==> src/rtl/hdss_pkg.sv <==
`default_nettype none

package hdss_pkg;

	// Sizes of the bin store and the fixed-point format.
	localparam int MAX_BINS   = 1024;
	localparam int FRAC_BITS  = 16;
	localparam int COUNT_BITS = 24;
	localparam int ADDR_BITS  = $clog2(MAX_BINS);
	localparam int NBIN_BITS  = ADDR_BITS + 1;
	localparam int DT_BITS    = 16;
	localparam int STEP_BITS  = 17;
	localparam int OP_BITS    = 2;
	localparam int CFG_IDX_BITS  = 1;
	localparam int CFG_DATA_BITS = 16;

	localparam int VAL_BITS = COUNT_BITS + FRAC_BITS;
	localparam int D1_BITS  = VAL_BITS + 1;
	localparam int D2_BITS  = VAL_BITS + 2;

	// Diffusion arithmetic widths. The second difference is split in two halves
	// so that each partial product stays a narrow multiplier.
	localparam int X_BITS    = VAL_BITS + 2;
	localparam int XL_BITS   = X_BITS / 2;
	localparam int XH_BITS   = X_BITS - XL_BITS;
	localparam int PL_BITS   = DT_BITS + XL_BITS;
	localparam int PH_BITS   = DT_BITS + 1 + XH_BITS;
	localparam int PROD_BITS = X_BITS + DT_BITS + 1;
	localparam int TERM_BITS = X_BITS + 1;
	localparam int SUM_BITS  = TERM_BITS + 1;

	// Stream payload widths, rounded up to whole bytes.
	localparam int IN_FIELD_BITS  = ADDR_BITS + COUNT_BITS + STEP_BITS;
	localparam int IN_TDATA_BITS  = ((IN_FIELD_BITS + 7) / 8) * 8;
	localparam int OUT_FIELD_BITS = VAL_BITS + D1_BITS + D2_BITS;
	localparam int OUT_TDATA_BITS = ((OUT_FIELD_BITS + 7) / 8) * 8;

	// Reset values of the configuration registers.
	localparam logic [DT_BITS-1:0]   DT_RESET   = DT_BITS'(8192);
	localparam logic [NBIN_BITS-1:0] BINS_RESET = NBIN_BITS'(MAX_BINS);

	// Configuration register indexes.
	localparam logic [CFG_IDX_BITS-1:0] CFG_DIFFUSION_STEP = 1'b0;
	localparam logic [CFG_IDX_BITS-1:0] CFG_BINS_IN_USE    = 1'b1;

	typedef enum logic [OP_BITS-1:0] {
		OP_LOAD = 2'd0,
		OP_RUN  = 2'd1,
		OP_READ = 2'd2
	} op_t;

	typedef enum logic [1:0] {
		CAP_NONE,
		CAP_LEFT,
		CAP_MID,
		CAP_RIGHT
	} cap_t;

	typedef enum logic [1:0] {
		RK_EMPTY,
		RK_LOAD,
		RK_READ
	} res_kind_t;

	typedef enum logic [3:0] {
		ST_IDLE,
		ST_DECODE,
		ST_SWEEP,
		ST_DRAIN,
		ST_RD_LEFT,
		ST_RD_MID,
		ST_RD_RIGHT,
		ST_RD_WAIT,
		ST_RESP
	} state_t;

	// Commands from the controller to the datapath.
	typedef struct packed {
		logic                 take;
		logic                 rd_en;
		logic [ADDR_BITS-1:0] rd_addr;
		logic                 ld_en;
		logic [ADDR_BITS-1:0] ld_addr;
		logic                 shift;
		logic                 compute;
		logic                 first;
		logic                 last;
		logic [ADDR_BITS-1:0] wr_addr;
		cap_t                 cap;
		logic                 res_en;
		res_kind_t            res_kind;
		logic                 res_status;
		logic                 interior;
	} dp_cmd_t;

	// Status from the datapath to the controller.
	typedef struct packed {
		logic busy;
		logic out_free;
	} dp_stat_t;

endpackage

`default_nettype wire

==> src/rtl/hdss_ctrl.sv <==
`default_nettype none

module hdss_ctrl
	import hdss_pkg::*;
(
	input  wire logic                  clk,
	input  wire logic                  arst_n,
	input  wire logic                  in_valid,
	output logic                       in_ready,
	input  wire logic [OP_BITS-1:0]    operation,
	input  wire logic [ADDR_BITS-1:0]  bin_index,
	input  wire logic [STEP_BITS-1:0]  step_count,
	input  wire logic [NBIN_BITS-1:0]  n_bins,
	input  wire dp_stat_t              stat,
	output dp_cmd_t                    cmd
);

	state_t               state_q, state_d;
	op_t                  op_q;
	logic [ADDR_BITS-1:0] idx_q;
	logic [STEP_BITS-1:0] steps_q;
	logic [NBIN_BITS-1:0] slot_q;
	res_kind_t            kind_q, dec_kind;
	logic                 status_q, dec_status;
	logic                 interior_q;

	logic idx_ok, interior, take;

	assign take     = (state_q == ST_IDLE) && in_valid;
	assign idx_ok   = {1'b0, idx_q} < n_bins;
	assign interior = (idx_q != '0) && (({1'b0, idx_q} + 1'b1) < n_bins);

	// Result kind decided from the latched item.
	always_comb begin
		case (op_q)
			OP_LOAD: begin
				dec_kind   = idx_ok ? RK_LOAD : RK_EMPTY;
				dec_status = !idx_ok;
			end
			OP_RUN: begin
				dec_kind   = RK_EMPTY;
				dec_status = 1'b0;
			end
			OP_READ: begin
				dec_kind   = idx_ok ? RK_READ : RK_EMPTY;
				dec_status = !idx_ok;
			end
			default: begin
				dec_kind   = RK_EMPTY;
				dec_status = 1'b1;
			end
		endcase
	end

	// Next state.
	always_comb begin
		state_d = state_q;
		case (state_q)
			ST_IDLE: begin
				if (in_valid) state_d = ST_DECODE;
			end
			ST_DECODE: begin
				case (op_q)
					OP_RUN:  state_d = (steps_q == '0) ? ST_RESP : ST_SWEEP;
					OP_READ: state_d = idx_ok ? ST_RD_LEFT : ST_RESP;
					default: state_d = ST_RESP;
				endcase
			end
			ST_SWEEP: begin
				if (slot_q == n_bins) state_d = ST_DRAIN;
			end
			ST_DRAIN: begin
				if (!stat.busy) state_d = (steps_q == STEP_BITS'(1)) ? ST_RESP : ST_SWEEP;
			end
			ST_RD_LEFT:  state_d = ST_RD_MID;
			ST_RD_MID:   state_d = ST_RD_RIGHT;
			ST_RD_RIGHT: state_d = ST_RD_WAIT;
			ST_RD_WAIT:  state_d = ST_RESP;
			ST_RESP: begin
				if (stat.out_free) state_d = ST_IDLE;
			end
			default: state_d = ST_IDLE;
		endcase
	end

	// Commands for the datapath.
	always_comb begin
		cmd            = '0;
		cmd.cap        = CAP_NONE;
		cmd.res_kind   = kind_q;
		cmd.res_status = status_q;
		cmd.interior   = interior_q;
		cmd.take       = take;
		in_ready       = (state_q == ST_IDLE);
		case (state_q)
			ST_DECODE: begin
				cmd.ld_en   = (op_q == OP_LOAD) && idx_ok;
				cmd.ld_addr = idx_q;
			end
			ST_SWEEP: begin
				cmd.rd_en   = slot_q < n_bins;
				cmd.rd_addr = slot_q[ADDR_BITS-1:0];
				cmd.shift   = slot_q < n_bins;
				cmd.compute = slot_q != '0;
				cmd.first   = slot_q == NBIN_BITS'(1);
				cmd.last    = slot_q == n_bins;
				cmd.wr_addr = slot_q[ADDR_BITS-1:0] - 1'b1;
			end
			ST_RD_LEFT: begin
				cmd.rd_en   = 1'b1;
				cmd.rd_addr = idx_q - 1'b1;
				cmd.cap     = CAP_LEFT;
			end
			ST_RD_MID: begin
				cmd.rd_en   = 1'b1;
				cmd.rd_addr = idx_q;
				cmd.cap     = CAP_MID;
			end
			ST_RD_RIGHT: begin
				cmd.rd_en   = 1'b1;
				cmd.rd_addr = idx_q + 1'b1;
				cmd.cap     = CAP_RIGHT;
			end
			ST_RESP: begin
				cmd.res_en = stat.out_free;
			end
			default: ;
		endcase
	end

	// Controller registers.
	always_ff @(posedge clk or negedge arst_n) begin
		if (!arst_n) begin
			state_q    <= ST_IDLE;
			op_q       <= OP_LOAD;
			idx_q      <= '0;
			steps_q    <= '0;
			slot_q     <= '0;
			kind_q     <= RK_EMPTY;
			status_q   <= 1'b0;
			interior_q <= 1'b0;
		end else begin
			state_q <= state_d;
			case (state_q)
				ST_IDLE: begin
					if (take) begin
						op_q    <= op_t'(operation);
						idx_q   <= bin_index;
						steps_q <= step_count;
					end
				end
				ST_DECODE: begin
					kind_q     <= dec_kind;
					status_q   <= dec_status;
					interior_q <= interior;
					slot_q     <= '0;
				end
				ST_SWEEP: begin
					slot_q <= slot_q + 1'b1;
				end
				ST_DRAIN: begin
					if (!stat.busy) begin
						steps_q <= steps_q - 1'b1;
						slot_q  <= '0;
					end
				end
				default: ;
			endcase
		end
	end

endmodule

`default_nettype wire
==> config.mk <==
export PLATFORM = sky130hd
export DESIGN_NAME = hdss_ctrl
export DESIGN_NICKNAME = d
export VERILOG_FILES = /design/src/rtl/hdss_pkg.sv /design/src/rtl/hdss_ctrl.sv
export SDC_FILE = /design/constraint.sdc
export NUM_CORES = 1
export LEC_CHECK = 0
export BUFFER_PORTS_ARGS = -buffer_cell sky130_fd_sc_hd__buf_2
export CAP_MARGIN = 40
export CORE_MARGIN = 2
export CORE_UTILIZATION = 56
export DETAILED_ROUTE_END_ITERATION = 8
export PLACE_DENSITY = 0.89
export SYNTH_ARGS = -nofsm -noshare
export SYNTH_HDL_FRONTEND = slang
export SYNTH_SLANG_ARGS = --single-unit
==> constraint.sdc <==
create_clock -name clk -period 3.8 [get_ports clk]
set_clock_uncertainty 0.1 [all_clocks]
set_input_delay 0.76 -clock clk [delete_from_list [all_inputs] [get_ports clk]]
set_output_delay 0.76 -clock clk [all_outputs]
set_load 0.03 [all_outputs]
==> flow_summary_export.csv, run 1 <==
group,metric,value,unit
outcome,status,"complete, no violations",
min_path,hold_class,"input pin to asynchronous set/reset pin",
critical_path,crit_path_end_kind,"output pin",
logic_synthesis,yosys_most_used_dff,"dfrtp_1",
global_routing,met3_usage,0.0435,
sta,finalHoldViolCount,0,
final_layout,final_common_cell,"buf_2",
logic_synthesis,yosysWarnings,0,
logic_synthesis,netlist_area,4320,µm²
clock_tree,ctsHtreeMaxLevel,2,
clock_tree,cts-buffers-inserted,5,
logic_synthesis,syn_inst,561,
sta,setup_viol,0,
placed_design,preCtsSetupSlack,0.173,ns
detailed_routing,detail_route.wl_per_cell,16.2,µm
clock_tree,clockBufferDepth,2,
sta,layout_min_cycle_time,3.68,ns
final_layout,final_layout_size_suffix_gt1_frac,0.201,
logic_synthesis,synth-simple-area-share,0.256,
logic_synthesis,synth-adder-area-share,0.147,
detailed_routing,dr.pass1.iters,5,
detailed_routing,wirelength,12000,µm
placed_design,hpwl,9110,µm
final_layout,fillCellCount,662,
die,die_w,91.8,µm
global_routing,antenna_found_initial,0,
logic_synthesis,synth_top_family_by_area,"simple AND/OR/NAND/NOR gates",
die,rows,32,
logic_synthesis,yosysTopAreaCellShare,0.278,
sta,hold_ws,0.342,ns
critical_path,crit_arrival,2.82,ns
detailed_routing,detail-route-antenna-nets,0,
clock_tree,hold_buffers,0,
final_layout,seqCellArea,1200,µm²
critical_path,required,2.94,ns
clock_tree,root_buffer,"clkbuf_8",
sta,finalCritPeriodShare,0.968,
clock_tree,clk_latency,0.30,ns
logic_synthesis,yosysSeqAreaShare,0.278,
logic_synthesis,synth_edf_count,0,
global_routing,grt_use_met1,0.391,
run,drv_cap,0,
global_routing,grt_pass1_vias,4248,
die,start_util,0.567,
die,die_h,91.8,µm
final_layout,fin_nets,732,
logic_synthesis,async_reset_ff_frac,1.00,
clock_tree,cts.sinks,48,
die,dieArea,8430,µm²
global_routing,grt_overflow,0,
critical_path,critPathKind,"register to output pin",
clock_tree,clkTransAtPathRegs,0.09,ns
final_layout,layout_common_cells,"buf_2, nand2_1, nor2_1, o21ai_0, ha_1",
logic_synthesis,synth_cell_type_count,57,
logic_synthesis,synthTopCellsByArea,"dfrtp_1, ha_1, o21ai_0",
sta,maxSlewHeadroom,0.446,
final_layout,diodes,0,
sta,slew_violations,0,
detailed_routing,num_vias,4437,
final_layout,syn_to_final_growth,15.2,%
global_routing,grt_max_degree,34,
final_layout,multi_input_area,2910,µm²
logic_synthesis,synthMuxAreaShare,0.00493,
die,coreArea,7610,µm²
logic_synthesis,synth_xor_area_frac,0.0568,
placed_design,place_congestion,1.04,
placed_design,port-buffer-count,89,
sta,worst_pin_slew,0.829,ns
logic_synthesis,postSynthNetCount,656,
detailed_routing,drt-initial-drc-count,354,
die,num_io_pins,90,
final_layout,final_util,0.653,
detailed_routing,vias_per_cell,6.00,
clock_tree,cts_tree,"yes",
power_and_ir_drop,peakVddDrop,409,µV
detailed_routing,post-route-drc-count,0,
power_and_ir_drop,cellPowerDensity,748,nW/µm²
global_routing,use_met2,0.484,
power_and_ir_drop,leakagePower,2.47,nW
logic_synthesis,ys_ff_latch,48,
sta,fmax,272,MHz
critical_path,worst_setup_path_start_kind,"register",
global_routing,grt_use_total,0.289,
logic_synthesis,yosysTopAreaCell,"dfrtp_1",
global_routing,busiest_layer,"met2",
critical_path,crit_fanout,7,
logic_synthesis,synth_compound_area_frac,0.202,
logic_synthesis,avgSynthCellArea,7.69,µm²
global_routing,grt_pass1_wl,20100,µm
sta,setup_ws,0.122,ns
==> power by group <==
| group | switching, mW | internal (mW) | total (mW) | leakage [nW] |
|---|---|---|---|---|
| registers | 0.326 | 0.708 | 1.03 | 0.601 |
| logic | 1.48 | 0.898 | 2.38 | 1.83 |
| clock network | 0.176 | 0.132 | 0.308 | 0.0424 |
| total | 1.98 | 1.74 | 3.72 | 2.47 |
==> worst max-delay path, cell delays in order (launching register included) <==
cell      delay [ns]
dfrtp_1         0.38
nand2b_2        0.22
nor2_2          0.15
inv_1           0.10
buf_4           0.18
ha_1            0.30
a211oi_2        0.28
o21bai_2        0.14
a31oi_1         0.19
o21bai_1        0.09
xnor2_1         0.12
o21ai_0         0.16
buf_4           0.19
==> synth_stat cells (4+ instances only) <==
| cell type | count |
|---|---|
| a211oi_1 | 6 |
| a21o_1 | 7 |
| a21oi_1 | 34 |
| a22oi_1 | 11 |
| a31oi_1 | 5 |
| and3_1 | 16 |
| clkbuf_1 | 25 |
| dfrtp_1 | 48 |
| ha_1 | 49 |
| inv_1 | 27 |
| nand2_1 | 69 |
| nand2b_1 | 9 |
| nand3_1 | 16 |
| nand4_1 | 7 |
| nor2_1 | 60 |
| nor2b_1 | 4 |
| nor3_1 | 17 |
| nor4_1 | 7 |
| o21ai_0 | 57 |
| o21bai_1 | 4 |
| or2_1 | 4 |
| xnor2_1 | 17 |
| xor2_1 | 11 |
==> kinds of logic after synthesis <==
| group | Yosys count |
|---|---|
| AO/OA/AOI/OAI | 146 |
| XOR/XNOR | 28 |
| adder cells (fa/ha/maj) | 50 |
| buffers and inverters | 58 |
| flip-flops | 48 |
| multiplexers | 2 |
| AND/OR/NAND/NOR | 229 |
==> through the flow <==
stage	TNS (ns)	cells	power (mW)	area (µm²)
after floorplan	0	561	2.70	4320
after global placement	0	727	3.19	4800
after detailed placement	0	730	3.31	4830
after CTS	0	738	3.64	4940
after global routing	-0.0703	740	4.04	4970
final	0	740	3.72	4970
==> per-layer routing <==
layer,vias up,share of wire
met5,-,0
met4,0,0.018
met3,25,0.082
met2,233,0.48
met1,2046,0.42
li1,2133,-
==> worst paths after layout <==
path / startpoint / to / slack [ns] / cells past startpoint
setup / recovery: state_q[0] / cmd[39] / 0.12 / 12
hold / removal: arst_n / idx_q[3] / 0.34 / 1
setup reg to reg: idx_q[3] / interior_q / 1.08 / 9
hold reg to reg: kind_q[0] / kind_q[0] / 0.39 / 1
max in group asynchronous: arst_n / state_q[3] / 2.71 / 2
min in group clk: kind_q[0] / kind_q[0] / 0.39 / 1
==> flip-flops by register name, summed over array words and instances, names as in the netlist <==
register	flops
idx_q	10
steps_q	17
status_q	1
slot_q	11
op_q	2
kind_q	2
interior_q	1
state_q	4
==> repair_timing <==
item                       CTS  global route
pin swaps                    0             3
buffers inserted             0             2
resized for setup            6             7
setup endpoints to repair    4             4
==> area by class of cell <==
type | instances | share of cell area
Inverter | 27 | 0.0204
Sequential cell | 48 | 0.242
Clock buffer | 7 | 0.0154
Clock inverter | 1 | 0.00176
Timing Repair Buffer | 100 | 0.110
Tap cell | 102 | 0.0257
Multi-Input combinational cell | 455 | 0.585
Power figures use the tool's default switching activity.
==> run 2: changes to the inputs <==
- CORE_UTILIZATION: 56 -> 51
- PLACE_DENSITY: 0.89 -> 0.86
- clock period: 3.8 -> 3.3 ns (I/O delays scaled with it)
==> run 2 against run 1 <==
The flow now finishes with violations (negative setup slack). Clock power increased by 40%. Via count increased by 2.8%. Utilization decreased by 2.2 points. Sequential cell count unchanged. Setup slack got worse by 0.14 ns. Sequential power increased by 12%. Final area increased by 4.4%. Power increased by 26%. Final cell count increased by 2.2%.
==> flow_summary_export.csv, run 2 (same netlist as run 1, synthesis figures left out) <==
group,metric,value,unit
outcome,status,"finished, violations left",
outcome,violations,"negative setup slack",
final_layout,multi_input_area,3000,µm²
die,die_w,96,µm
sta,finalHoldViolCount,0,
clock_tree,cts_tree,"yes",
clock_tree,clkTransAtPathRegs,0.09,ns
power_and_ir_drop,peakVddDrop,408,µV
die,die_h,96,µm
placed_design,placed_cells,746,
die,rows,33,
power_and_ir_drop,leakagePower,2.58,nW
clock_tree,clk_latency,0.31,ns
critical_path,required,2.54,ns
critical_path,critPathKind,"register to output pin",
sta,tns,-0.0309,ns
detailed_routing,detail_route.wl_per_cell,16.6,µm
critical_path,cp_cell_sequence,"nand2b_4 > nor2_4 > inv_2 > buf_4 > ha_4 > a211oi_4 > o21bai_2 > a21oi_2 > a21oi_2 > mux2i_1 > nand2_1 > buf_4",
critical_path,r2r_slack,0.61,ns
critical_path,worst-path-buf-inv,3,
critical_path,slowest_stage,"dfrtp_1",
final_layout,largest_reg_flops,17,
sta,layout_min_cycle_time,3.32,ns
final_layout,fillCellCount,716,
final_layout,diodes,0,
die,dieArea,9220,µm²
global_routing,grt_overflow,0,
min_path,hold_class,"input pin to asynchronous set/reset pin",
placed_design,place_congestion,1.02,
final_layout,final_common_cell,"buf_2",
global_routing,grt_max_degree,33,
final_layout,final_layout_size_suffix_gt1_frac,0.233,
critical_path,cp_top_family,"compound AO/OA/AOI/OAI gates",
die,coreArea,8220,µm²
clock_tree,cts-buffers-inserted,5,
global_routing,antenna_found_initial,0,
critical_path,crit_fanout,7,
final_layout,seqCellArea,1200,µm²
sta,worst_pin_slew,0.758,ns
final_layout,fin_nets,745,
placed_design,preCtsSetupSlack,0.0609,ns
global_routing,grt_pass1_wl,20100,µm
detailed_routing,dr.pass1.iters,5,
die,start_util,0.525,
placed_design,port-buffer-count,89,
sta,fmax,301,MHz
detailed_routing,post-route-drc-count,0,
global_routing,grt_use_total,0.275,
sta,finalCritPeriodShare,1.01,
sta,slew_violations,0,
final_layout,top_regs,"steps_q (17), slot_q (11), idx_q (10)",
detailed_routing,vias_per_cell,6.03,
placed_design,hpwl,9540,µm
detailed_routing,drt-initial-drc-count,276,
sta,setup_viol,4,
power_and_ir_drop,cellPowerDensity,901,nW/µm²
final_layout,final_util,0.632,
clock_tree,ctsHtreeMaxLevel,2,
sta,setup_ws,-0.0190,ns
die,num_io_pins,90,
critical_path,slowest_delay,0.40,ns
clock_tree,clockBufferDepth,2,
final_layout,regMostFlops,"steps_q",
clock_tree,root_buffer,"clkbuf_8",
sta,maxSlewHeadroom,0.494,
run,drv_cap,0,
global_routing,grt_pass1_vias,4353,
critical_path,worst_setup_path_start_kind,"register",
critical_path,crit_path_end_kind,"output pin",
final_layout,layout_common_cells,"buf_2, nand2_1, nor2_1, o21ai_0, dfrtp_1",
detailed_routing,detail-route-antenna-nets,0,
detailed_routing,num_vias,4562,
final_layout,final_cells,756,
clock_tree,cts.sinks,48,
critical_path,crit_arrival,2.56,ns
sta,rsz0062_at_grt,"true",
detailed_routing,wirelength,12500,µm
final_layout,syn_to_final_growth,20.3,%
==> run 2: path summary, 6_finish.rpt <==
path | end | start | depth (start not counted)
worst max-delay path | cmd[41] | state_q[0] | 12
worst min-delay path | state_q[3] | arst_n | 1
worst max register to register | interior_q | idx_q[3] | 9
worst min register to register | kind_q[0] | kind_q[0] | 1
max in group asynchronous | slot_q[10] | arst_n | 2
min in group clk | kind_q[0] | kind_q[0] | 1
==> run 2: routing by layer <==
layer | up-vias | share of wire | track usage
met5 | - | 0 | 0
met2 | 226 | 0.48 | 0.474
met4 | 0 | 0.030 | 0.101
li1 | 2158 | - | -
met1 | 2141 | 0.41 | 0.348
met3 | 37 | 0.081 | 0.0415
==> run 2: through the flow <==
| stage | power [mW] | hold WS, ns | cell area, µm² |
|---|---|---|---|
| 6_report | 4.68 | 0.216 | 5190 |
| 5_1_grt | 5.03 | 0.238 | 5190 |
| 4_1_cts | 4.51 | 0.228 | 5130 |
| 3_5_place_dp | 3.94 | 0.366 | 4930 |
| 3_3_place_gp | 3.80 | 0.359 | 4910 |
| 2_1_floorplan | 3.12 | 0.264 | 4320 |
==> run 2: final cells by class <==
cell class / instances / area share
flip-flops and latches: 48 / 0.231
well taps: 105 / 0.0253
repair buffers: 113 / 0.126
clock inverters: 2 / 0.00675
clock buffers: 6 / 0.0140
multi-input cells: 455 / 0.577
inverters: 27 / 0.0195
==> run 2: where the power goes <==
group,switching (mW),internal (mW)
clock network,0.206,0.225
registers,0.335,0.814
logic,1.87,1.23
==> run 2: worst register-to-register path: cells and delay by family, from the launching register on <==
kind / cells / cell delay (ns)
adders and majority gates: 1 / 0.33
DFF: 1 / 0.59
xor gates and xnor gates: 1 / 0.14
and+or+nand+nor: 4 / 1.06
AOI/OAI and AO/OA: 3 / 0.39
==> run 2: timing repair <==
action,in CTS,in global routing
setup buffers,1,1
pin swaps,9,3
hold endpoints to repair,0,0
setup endpoints to repair,6,5
hold buffers,0,0
resized for setup,20,15
==> run 3: changes to the inputs <==
- CORE_ASPECT_RATIO: unset -> 1.4
==> run 3 against run 2 <==
The run still ends with negative setup slack left. Non-clock buffer count grew 1. Count of clock-buffer cells in the layout is the same. Sequential power is essentially flat. Clock power grew 12%. Combinational power is essentially flat.
==> flow_summary_export.csv, run 3 (same netlist as run 1, synthesis figures left out) <==
group,metric,value,unit
outcome,status,"finished, violations left",
outcome,violations,"negative setup slack",
power_and_ir_drop,cellPowerDensity,910,nW/µm²
detailed_routing,num_vias,4624,
power_and_ir_drop,p_total,4.74,mW
global_routing,grt_max_degree,34,
critical_path,worst-path-buf-inv,3,
global_routing,grt_use_total,0.292,
clock_tree,cts-buffers-inserted,5,
die,die_h,113,µm
power_and_ir_drop,peakVddDrop,545,µV
min_path,hold_class,"input pin to asynchronous set/reset pin",
global_routing,grt_pass1_vias,4564,
clock_tree,clkTransAtPathRegs,0.06,ns
critical_path,crit_fanout,7,
final_layout,largest_reg_flops,17,
clock_tree,cts.sinks,48,
critical_path,reg2regPathDepth,9,
die,coreArea,8200,µm²
global_routing,antenna_found_initial,0,
global_routing,grt_overflow,0,
critical_path,r2r_slack,0.56,ns
sta,worst_pin_slew,0.727,ns
final_layout,regMostFlops,"steps_q",
final_layout,final_common_cell,"buf_2",
global_routing,grt_pass1_wl,21100,µm
die,start_util,0.527,
final_layout,diodes,0,
die,dieArea,9230,µm²
clock_tree,ctsHtreeMaxLevel,2,
critical_path,reg2reg_from,"idx_q[3]",
critical_path,critPathKind,"register to output pin",
critical_path,worst_setup_path_start_kind,"register",
die,num_io_pins,90,
detailed_routing,drt-initial-drc-count,370,
detailed_routing,dr.pass1.iters,6,
sta,finalHoldViolCount,0,
critical_path,crit_arrival,2.57,ns
power_and_ir_drop,netSwitchingFraction,0.515,
final_layout,layout_common_cells,"buf_2, nand2_1, nor2_1, o21ai_0, dfrtp_1",
power_and_ir_drop,power_switching,2.44,mW
placed_design,hpwl,9530,µm
sta,slew_violations,0,
detailed_routing,vias_per_cell,6.14,
placed_design,place_congestion,0.948,
power_and_ir_drop,leakagePower,2.59,nW
sta,setup_ws,-0.0350,ns
detailed_routing,wirelength,12900,µm
power_and_ir_drop,power_frac_seq,0.242,
die,rows,39,
detailed_routing,post-route-drc-count,0,
placed_design,port-buffer-count,89,
sta,finalCritPeriodShare,1.01,
sta,layout_min_cycle_time,3.33,ns
final_layout,fin_nets,746,
critical_path,cp_top_family,"compound AO/OA/AOI/OAI gates",
critical_path,slowest_delay,0.38,ns
run,drv_cap,0,
placed_design,placed_cells,742,
detailed_routing,detail-route-antenna-nets,0,
clock_tree,clk_latency,0.29,ns
clock_tree,root_buffer,"clkbuf_16",
die,die_w,81.8,µm
final_layout,final_util,0.636,
critical_path,crit_path_end_kind,"output pin",
final_layout,final_cells,753,
critical_path,cp_cell_sequence,"nand2b_4 > nor2_4 > inv_2 > buf_6 > ha_4 > a211oi_4 > o21bai_2 > a31oi_1 > o21bai_1 > xnor2_1 > o21ai_1 > buf_4",
critical_path,required,2.54,ns
sta,setup_viol,2,
final_layout,final_layout_size_suffix_gt1_frac,0.232,
sta,fmax,300,MHz
clock_tree,cts_tree,"yes",
power_and_ir_drop,pwr-share-comb,0.656,
final_layout,top_regs,"steps_q (17), slot_q (11), idx_q (10)",
detailed_routing,detail_route.wl_per_cell,17.2,µm
power_and_ir_drop,internal-power,2.30,mW
critical_path,slowest_stage,"dfrtp_1",
critical_path,timing.rr.end,"interior_q",
clock_tree,hold_buffers,0,
final_layout,syn_to_final_growth,20.7,%
clock_tree,clockBufferDepth,2,
sta,tns,-0.0393,ns
sta,rsz0062_at_grt,"true",
sta,maxSlewHeadroom,0.513,
power_and_ir_drop,power_frac_clock,0.102,
-- run 3: cell types whose count changed in the layout (fill, tap and decap cells not counted), sizes merged --
cell	previous run	this run
bufinv	1	0
buf	113	114
-- run 3: power groups by stage --
stage / Sequential, mW / Combinational [mW] / Clock [mW]
3_3_place_gp: 1.12 / 2.65 / 0
4_1_cts: 1.13 / 2.89 / 0.492
5_1_grt: 1.18 / 3.37 / 0.512
2_1_floorplan: 1.06 / 2.06 / 0
3_5_place_dp: 1.14 / 2.79 / 0
6_report: 1.15 / 3.11 / 0.485
-- run 3: layout make-up --
| class | instances | area (µm²) |
|---|---|---|
| clock buffer | 6 | 129 |
| clock inverter | 1 | 5.00 |
| fill | 701 | 2990 |
| inverter | 27 | 101 |
| multi-input combinational | 455 | 2990 |
| sequential | 48 | 1200 |
| tap | 102 | 128 |
| timing repair buffer | 114 | 661 |
-- run 3: worst register-to-register path: stages, from the launching register on --
cell and delay [ns]:
dfrtp_1 0.62, and3_1 0.24, and3_1 0.23, nand3_1 0.12
xnor2_1 0.14, ha_1 0.33, a21oi_1 0.16, o21ai_0 0.10
or4_1 0.46, o21ai_0 0.17
-- run 3: timing repair --
action                     CTS  global route
pin swaps                    5            11
setup endpoints to repair    6             5
setup buffers                1             3
gates resized for setup     15            17
-- run 3: metal layers --
layer | global-route usage | part of all wire | up-vias
met5 | 0 | 0 | -
met4 | 0.144 | 0.051 | 0
met3 | 0.0582 | 0.074 | 63
met2 | 0.515 | 0.51 | 234
met1 | 0.326 | 0.36 | 2166
li1 | - | - | 2161
-- run 3: worst max path at each step --
| stage | start | endpoint | slack, ns | cells past startpoint |
|---|---|---|---|---|
| 3_3_place_gp | state_q[3] | cmd[40] | 0.15 | 11 |
| 5_1_grt | state_q[3] | cmd[40] | -0.11 | 11 |
| 3_5_place_dp | state_q[3] | cmd[41] | 0.05 | 12 |
| 2_1_floorplan | state_q[3] | cmd[40] | -0.17 | 10 |
| 4_1_cts | state_q[0] | cmd[39] | -0.006 | 12 |
| 6_report | state_q[3] | cmd[39] | -0.03 | 12 |
-- run 3: through the flow --
stage	hold slack (ns)	setup WS, ns	area (µm²)
floorplan	0.264	-0.168	4320
global placement	0.357	0.152	4900
detailed placement	0.364	0.0492	4920
CTS	0.267	-0.00578	5120
global route	0.289	-0.109	5210
finish	0.252	-0.0350	5210
